===== src/rtl/cea_pkg.sv =====
// shared constants for the coalescing extent allocator
`timescale 1ns / 1ps
`default_nettype none
package cea_pkg;

	localparam int HEAP_BYTES_DEF  = 1024 * 128;
	localparam int QUANTUM_DEF     = 16;
	localparam int MAX_EXTENTS_DEF = 64;

	localparam int FUNC_W  = 1;
	localparam int ADDR_W  = 17;
	localparam int LEN_W   = 18;
	localparam int STAT_W  = 2;

	localparam logic [FUNC_W-1:0] FUNC_ALLOC = 1'b0;
	localparam logic [FUNC_W-1:0] FUNC_FREE  = 1'b1;

	localparam logic [STAT_W-1:0] ST_OK    = 2'd0;
	localparam logic [STAT_W-1:0] ST_NOFIT = 2'd1;
	localparam logic [STAT_W-1:0] ST_FULL  = 2'd2;

endpackage
`default_nettype wire


===== src/rtl/coalescing_extent_allocator.sv =====
// coalescing worst-fit extent allocator, top level
//
//  channel | handshake           | word fields
//  in      | valid ready         | func block_address length_bytes
//  out     | out_valid out_ready | status granted_address largest_free
//
// one request at a time; the extent table sits in one memory with registered reads
// every table pass (merge scan, delete shift, insert scan and shift) reads an entry, then acts on it
// each merge adds a delete shift and a rescan of the table from the first entry
// after reset the init state writes the whole-heap extent before the first request is taken
// a new request waits until the previous result word has been taken
`timescale 1ns / 1ps
`default_nettype none
module coalescing_extent_allocator import cea_pkg::*; #(
	parameter int HEAP_BYTES  = HEAP_BYTES_DEF,
	parameter int QUANTUM     = QUANTUM_DEF,
	parameter int MAX_EXTENTS = MAX_EXTENTS_DEF
) (
	input  wire                clk,
	input  wire                arst_n,
	input  wire                valid,
	output logic               ready,
	input  wire  [FUNC_W-1:0]  func,
	input  wire  [ADDR_W-1:0]  block_address,
	input  wire  [LEN_W-1:0]   length_bytes,
	output logic               out_valid,
	input  wire                out_ready,
	output logic [STAT_W-1:0]  status,
	output logic [ADDR_W-1:0]  granted_address,
	output logic [LEN_W-1:0]   largest_free
);

	localparam int IW = $clog2(MAX_EXTENTS);
	localparam int CW = $clog2(MAX_EXTENTS + 1);
	localparam int HW = $clog2(HEAP_BYTES + 1) + 1;
	localparam int VW = (HW > LEN_W + 1) ? HW : LEN_W + 1;
	localparam logic [VW-1:0] HEAP_V = VW'(HEAP_BYTES);
	localparam logic [VW-1:0] QMASK  = VW'(QUANTUM - 1);

	typedef enum logic [3:0] {
		S_INIT, S_IDLE, S_HEAD, S_DEL, S_MSCAN, S_ISCAN, S_ISHIFT, S_IWR,
		S_FIN_RD, S_FIN
	} state_t;

	// extent table memory, start and size packed in one word
	logic [2*VW-1:0] mem [MAX_EXTENTS];
	logic [2*VW-1:0] rd_q;
	logic [IW-1:0]   raddr;
	logic            we;
	logic [IW-1:0]   waddr;
	logic [2*VW-1:0] wdata;

	always_ff @(posedge clk) begin
		if (we) mem[waddr] <= wdata;
		rd_q <= mem[raddr];
	end

	state_t            state_q;
	logic [CW-1:0]     count_q;
	logic [CW-1:0]     idx_q;
	logic [CW-1:0]     pos_q;
	logic              ph_q;
	logic              merging_q;
	logic [VW-1:0]     len_q;
	logic [VW-1:0]     start_q, size_q;
	logic [STAT_W-1:0] stat_q;
	logic [ADDR_W-1:0] grant_q;
	logic [LEN_W-1:0]  largest_q;

	logic [VW-1:0] rd_start, rd_size;
	assign rd_start = rd_q[2*VW-1:VW];
	assign rd_size  = rd_q[VW-1:0];

	// rounded length and room left up to the heap end
	logic [VW-1:0] len_rnd;
	logic [VW-1:0] addr_v;
	logic [VW-1:0] room;
	assign len_rnd = (VW'(length_bytes) + QMASK) & ~QMASK;
	assign addr_v  = VW'(block_address);
	assign room    = HEAP_V - addr_v;

	assign ready = (state_q == S_IDLE) && !out_valid;

	// read address: scans read idx, delete reads idx+1, shift reads idx-1, else head
	always_comb begin
		raddr = '0;
		if (state_q == S_DEL) raddr = IW'(idx_q + CW'(1));
		else if (state_q == S_MSCAN || state_q == S_ISCAN) raddr = idx_q[IW-1:0];
		else if (state_q == S_ISHIFT) raddr = IW'(idx_q - CW'(1));
	end

	// table writes: initial extent, shifted entries, inserted extent
	always_comb begin
		we    = 1'b0;
		waddr = pos_q[IW-1:0];
		wdata = {start_q, size_q};
		if (state_q == S_INIT) begin
			we    = 1'b1;
			waddr = '0;
			wdata = {VW'(0), HEAP_V};
		end else if ((state_q == S_DEL || state_q == S_ISHIFT) && ph_q) begin
			we    = 1'b1;
			waddr = idx_q[IW-1:0];
			wdata = rd_q;
		end else if (state_q == S_IWR) begin
			we = 1'b1;
		end
	end

	// sequencer: remove head, merge passes, ordered insert
	always_ff @(posedge clk or negedge arst_n) begin
		if (!arst_n) begin
			state_q   <= S_INIT;
			count_q   <= CW'(1);
			idx_q     <= '0;
			pos_q     <= '0;
			ph_q      <= 1'b0;
			merging_q <= 1'b0;
			len_q     <= '0;
			start_q   <= '0;
			size_q    <= '0;
			out_valid <= 1'b0;
			stat_q    <= ST_OK;
			grant_q   <= '0;
			largest_q <= '0;
		end else begin
			// result word handshake
			if (state_q == S_FIN) out_valid <= 1'b1;
			else if (out_ready) out_valid <= 1'b0;

			unique case (state_q)
				S_INIT: state_q <= S_IDLE;
				S_IDLE: begin
					if (valid && ready) begin
						len_q   <= len_rnd;
						grant_q <= '0;
						idx_q   <= '0;
						ph_q    <= 1'b0;
						stat_q  <= (func == FUNC_ALLOC && count_q == '0) ? ST_NOFIT : ST_OK;
						if (func == FUNC_ALLOC) begin
							if (count_q == '0) state_q <= S_FIN_RD;
							else state_q <= S_HEAD;
						end else if (len_rnd == '0 || addr_v >= HEAP_V) begin
							state_q <= S_FIN_RD;
						end else begin
							start_q <= addr_v;
							size_q  <= (len_rnd > room) ? room : len_rnd;
							state_q <= S_MSCAN;
						end
					end
				end
				// head entry is in rd_q; if it fits, grant it and delete it
				S_HEAD: begin
					if (rd_size < len_q) begin
						stat_q  <= ST_NOFIT;
						state_q <= S_FIN_RD;
					end else begin
						grant_q   <= ADDR_W'(rd_start);
						start_q   <= rd_start + len_q;
						size_q    <= rd_size - len_q;
						merging_q <= 1'b0;
						idx_q     <= '0;
						ph_q      <= 1'b0;
						state_q   <= S_DEL;
					end
				end
				// close the gap at idx by moving later entries down
				S_DEL: begin
					if (!ph_q) begin
						if (idx_q + CW'(1) >= count_q) begin
							count_q <= count_q - CW'(1);
							idx_q   <= '0;
							if (merging_q || size_q != '0) state_q <= S_MSCAN;
							else state_q <= S_FIN_RD;
						end else ph_q <= 1'b1;
					end else begin
						ph_q  <= 1'b0;
						idx_q <= idx_q + CW'(1);
					end
				end
				// merge scan: read then compare each entry, restart from the first after each merge
				S_MSCAN: begin
					if (!ph_q) begin
						if (idx_q >= count_q) begin
							idx_q <= '0;
							if (count_q >= CW'(MAX_EXTENTS)) begin
								stat_q  <= ST_FULL;
								state_q <= S_FIN_RD;
							end else state_q <= S_ISCAN;
						end else ph_q <= 1'b1;
					end else begin
						ph_q <= 1'b0;
						if (start_q + size_q == rd_start) begin
							size_q    <= size_q + rd_size;
							merging_q <= 1'b1;
							state_q   <= S_DEL;
						end else if (rd_start + rd_size == start_q) begin
							start_q   <= rd_start;
							size_q    <= size_q + rd_size;
							merging_q <= 1'b1;
							state_q   <= S_DEL;
						end else idx_q <= idx_q + CW'(1);
					end
				end
				// find insert position: first entry not larger
				S_ISCAN: begin
					if (!ph_q) begin
						if (idx_q >= count_q) begin
							pos_q   <= idx_q;
							state_q <= S_ISHIFT;
						end else ph_q <= 1'b1;
					end else begin
						ph_q <= 1'b0;
						if (rd_size > size_q) idx_q <= idx_q + CW'(1);
						else begin
							pos_q   <= idx_q;
							idx_q   <= count_q;
							state_q <= S_ISHIFT;
						end
					end
				end
				// open a hole at the insert position from the top down
				S_ISHIFT: begin
					if (!ph_q) begin
						if (idx_q == pos_q) state_q <= S_IWR;
						else ph_q <= 1'b1;
					end else begin
						ph_q  <= 1'b0;
						idx_q <= idx_q - CW'(1);
					end
				end
				S_IWR: begin
					count_q <= count_q + CW'(1);
					state_q <= S_FIN_RD;
				end
				// read the head for the largest free size
				S_FIN_RD: state_q <= S_FIN;
				S_FIN: begin
					largest_q <= (count_q == '0) ? '0 : LEN_W'(rd_size);
					state_q   <= S_IDLE;
				end
				default: state_q <= S_IDLE;
			endcase
		end
	end

	assign status          = stat_q;
	assign granted_address = grant_q;
	assign largest_free    = largest_q;

endmodule
`default_nettype wire


===== config.mk =====
export PLATFORM = sky130hd
export DESIGN_NAME = coalescing_extent_allocator
export DESIGN_NICKNAME = d
export VERILOG_FILES = /design/src/rtl/cea_pkg.sv /design/src/rtl/coalescing_extent_allocator.sv
export SDC_FILE = /design/constraint.sdc
export NUM_CORES = 2
export LEC_CHECK = 0
export BUFFER_PORTS_ARGS = -buffer_cell sky130_fd_sc_hd__buf_2
export CORE_ASPECT_RATIO = 0.75
export CORE_MARGIN = 1.5
export CORE_UTILIZATION = 63
export CTS_CLUSTER_DIAMETER = 60
export CTS_CLUSTER_SIZE = 30
export DETAILED_ROUTE_END_ITERATION = 10
export MAX_ROUTING_LAYER = met4
export PLACE_DENSITY = 0.77
export REMOVE_ABC_BUFFERS = 1
export SLEW_MARGIN = 20
export SYNTH_ARGS = -nofsm -noshare
export SYNTH_HDL_FRONTEND = slang
export SYNTH_SLANG_ARGS = --single-unit

===== constraint.sdc =====
create_clock -name clk -period 5.8 [get_ports clk]
set_input_delay 0.87 -clock clk [delete_from_list [all_inputs] [get_ports clk]]
set_output_delay 0.87 -clock clk [all_outputs]
set_load 0.02 [all_outputs]

==> flow_metrics.tcl <==
set metrics [dict create \
    finalCritPeriodShare_pct 85.8 \
    max-vdd-ir-drop_mv 0.514 \
    netlist_instances 6060 \
    ios 79 \
    drc 0 \
    leakage_nw 37.9 \
    tightestPinTransition_ns 1.24 \
    slew_viol_final 0 \
    nFillCells 10274 \
    setup_ws_ns 0.826 \
    path_clk_slew_ns 0.10 \
    rsz0062_at_grt "false" \
    fin_nets 6425 \
    coreArea_mm2 0.170 \
    setup.worst_path.class "flip-flop to flip-flop" \
    synth_top_area_cell "edfxtp_1" \
    min_period_ns 4.97 \
    syn_area_mm2 0.107 \
    path_max_fanout 35 \
    start_kind "flip-flop" \
    skew_ns 0.0596 \
    regArea_mm2 0.0767 \
    vias 60551 \
    synth_area_leaders "edfxtp_1 68%, mux4_2 13%, dfrtp_1 2.7%, nand2_1 2.0%, ha_1 1.6%" \
    clock-root-buffer "clkbuf_16" \
    comb_power_share_pct 43.5 \
    hold_viol 0 \
    ys_ff_latch 2588 \
    grt_first_pass_wirelength_mm 417 \
    viasPerCell 7.04 \
    outcome "complete, no violations" \
    cts_sinks 2588 \
    synth.top_cell.area_share_pct 68.0 \
    htreeDepth 4 \
    dp_cells 8357 \
    p_int_w 0.0400 \
    p_switching_w 0.0260 \
    grt_usage_pct 34.8 \
    slew-limit-headroom_pct 16.9 \
    cts_tree "done" \
    syn_avg_cell_area_um2 17.7 \
    seqPwrFrac_pct 39.4 \
    grt_max_degree 122 \
    cts.path.max_buffers 3 \
    first_pass_iters 6 \
    fmax_ghz 0.201 \
    place.gp.congestion 0.955 \
    place_ws_ns 0.438 \
    layoutNonFillerInstCount 8598 \
    area_delta_synth_final_pct 10.3 \
    swShare_pct 39.4 \
    ctsResizeCount 0 \
    rows 131 \
    multi_input_area_mm2 0.0300 \
    antenna_found_initial 10 \
    yosys_warnings 0 \
    routedWlPerCell_um 33.7 \
    cts_hold_buf 0 \
    cp.arrival_ns 5.64 \
    min_path_type "input pin to async pin" \
    cp-end-kind "flip-flop" \
    overflow 0 \
    clkPwrFrac_pct 17.1 \
    die_y_um 361 \
    ys.flop_type "edfxtp_1" \
    portBuffers 78 \
    power_density_mw_per_mm2 557 \
    ys_types 88 \
    grt_pass1_vias 58899 \
    critPathRequiredTime_ns 6.47 \
    cap_violations 0 \
    postSynth.asyncResetShare_pct 4.56 \
    post_cts_buffers 0 \
    drtAntennaViolNets 0 \
    initial_utilization_pct 63.3 \
    die_area_mm2 0.173 \
    synth-edff-count 2432 \
    cts-buffers-inserted 134 \
    worstRegToRegCells 13 \
    drive_above_1_share_pct 21.7 \
    finalSetupViolCount 0 \
    clock_latency_ns 0.83 \
    hpwlAfterDp_mm 174 \
    die_w_um 480 \
    routed_wl_mm 290 \
    ys_seq_area_share_pct 71.4 \
    drt_iter0_markers 9333 \
]
-- registers in the layout, indices dropped and copies added (netlist names) --
register         flops
merging_q            1
pos_q                7
count_q              7
start_q             19
state_q              4
ph_q                 1
mem               2432
largest_free        18
len_q               15
rd_q                38
idx_q                7
out_valid            1
status               2
size_q              19
granted_address     17
-- worst max-delay path: stages (launching register included) --
cell and delay (ns):
dfrtp_1 0.62, inv_1 0.24, ha_1 0.44, mux2i_1 0.22, a22oi_1 0.12, nor2_4 0.21
buf_12 0.32, buf_4 0.56, mux4_2 0.59, and2_1 0.19, a211oi_1 0.41, a31oi_1 0.21
a21oi_1 0.48, a21oi_1 0.13
-- layout by cell type, fill, tap and decap left out, types with 93 or more instances in the layout --
cell          n
mux4_2      608
and2_1      152
a21oi_1     200
nand2_1     576
ha_1        139
o21ai_0     130
clkbuf_16   140
a211oi_1    206
edfxtp_1   2432
nor2_1      118
buf_4       207
inv_1        93
dfrtp_1     117
-- cell usage after synthesis, types with 38 or more instances --
library cell	number
a211oi_1	206
a21oi_1	238
a311oi_1	76
a31oi_1	89
and2_1	152
buf_2	64
clkbuf_1	235
dfrtp_1	117
dfxtp_1	38
edfxtp_1	2432
ha_1	139
inv_1	93
mux4_2	608
nand2_1	576
nand3_1	45
nor2_1	187
o21ai_0	130
xnor2_1	81
xor2_1	58
-- per-stage QoR --
step / power (W) / utilization (%) / instance area (um2) / TNS (ns) / hold slack (ns)
floorplan: 0.0411 / - / 106000 / -1772.32 / 0.461
global placement: 0.0534 / 66.9 / 114000 / 0 / 0.469
detailed placement: 0.0541 / 67.0 / 114000 / 0 / 0.469
CTS: 0.0651 / 69.7 / 118000 / 0 / 0.162
global route: 0.0681 / 69.9 / 119000 / 0 / 0.193
finish: 0.0660 / 69.9 / 119000 / 0 / 0.145
-- final cells by class --
class                   instances  share of cell area (%)
clock inverters                81                   0.915
inverters                      93                   0.294
multi-input cells            3040                    25.3
well taps                    2261                    2.39
clock buffers                 147                    2.98
diodes                          5                  0.0106
flip-flops and latches       2588                    64.7
repair buffers                383                    3.37
-- kinds of logic after synthesis --
kind of cell               Yosys count  synth area share (%)
AOI/OAI and AO/OA                  942                  5.85
xor gates and xnor gates           139                  1.13
adders and majority gates          145                  1.73
buffers and inverters              432                  1.61
DFF                               2588                  71.4
muxes                              668                  13.4
and+or+nand+nor                   1146                  4.87
-- worst paths after layout --
kind	startpoint	to	slack, ns
max	idx_q[1]	rd_q[31]	0.83
min	arst_n	start_q[15]	0.15
max reg2reg	idx_q[1]	rd_q[31]	0.83
min reg2reg	largest_free[9]	largest_free[9]	0.49
max in group asynchronous	arst_n	size_q[6]	4.49
min in group clk	out_ready	out_valid	0.24
-- power by group through the flow --
stage               Clock, W  Combinational (W)  Sequential, W
floorplan                  0             0.0145         0.0266
global placement           0             0.0271         0.0263
detailed placement         0             0.0277         0.0264
CTS                   0.0113             0.0278         0.0260
global route          0.0120             0.0301         0.0260
finish                0.0113             0.0287         0.0260
-- routing by layer --
layer / GRT usage (%) / routed length [um] / vias up
met5: - / 0 / -
met3: 9.13 / 37900 / 492
met2: 51.1 / 134000 / 3976
met4: 10.2 / 9180 / 0
li1: - / - / 24686
met1: 48.9 / 109000 / 31397
Power figures use the tool's default switching activity.
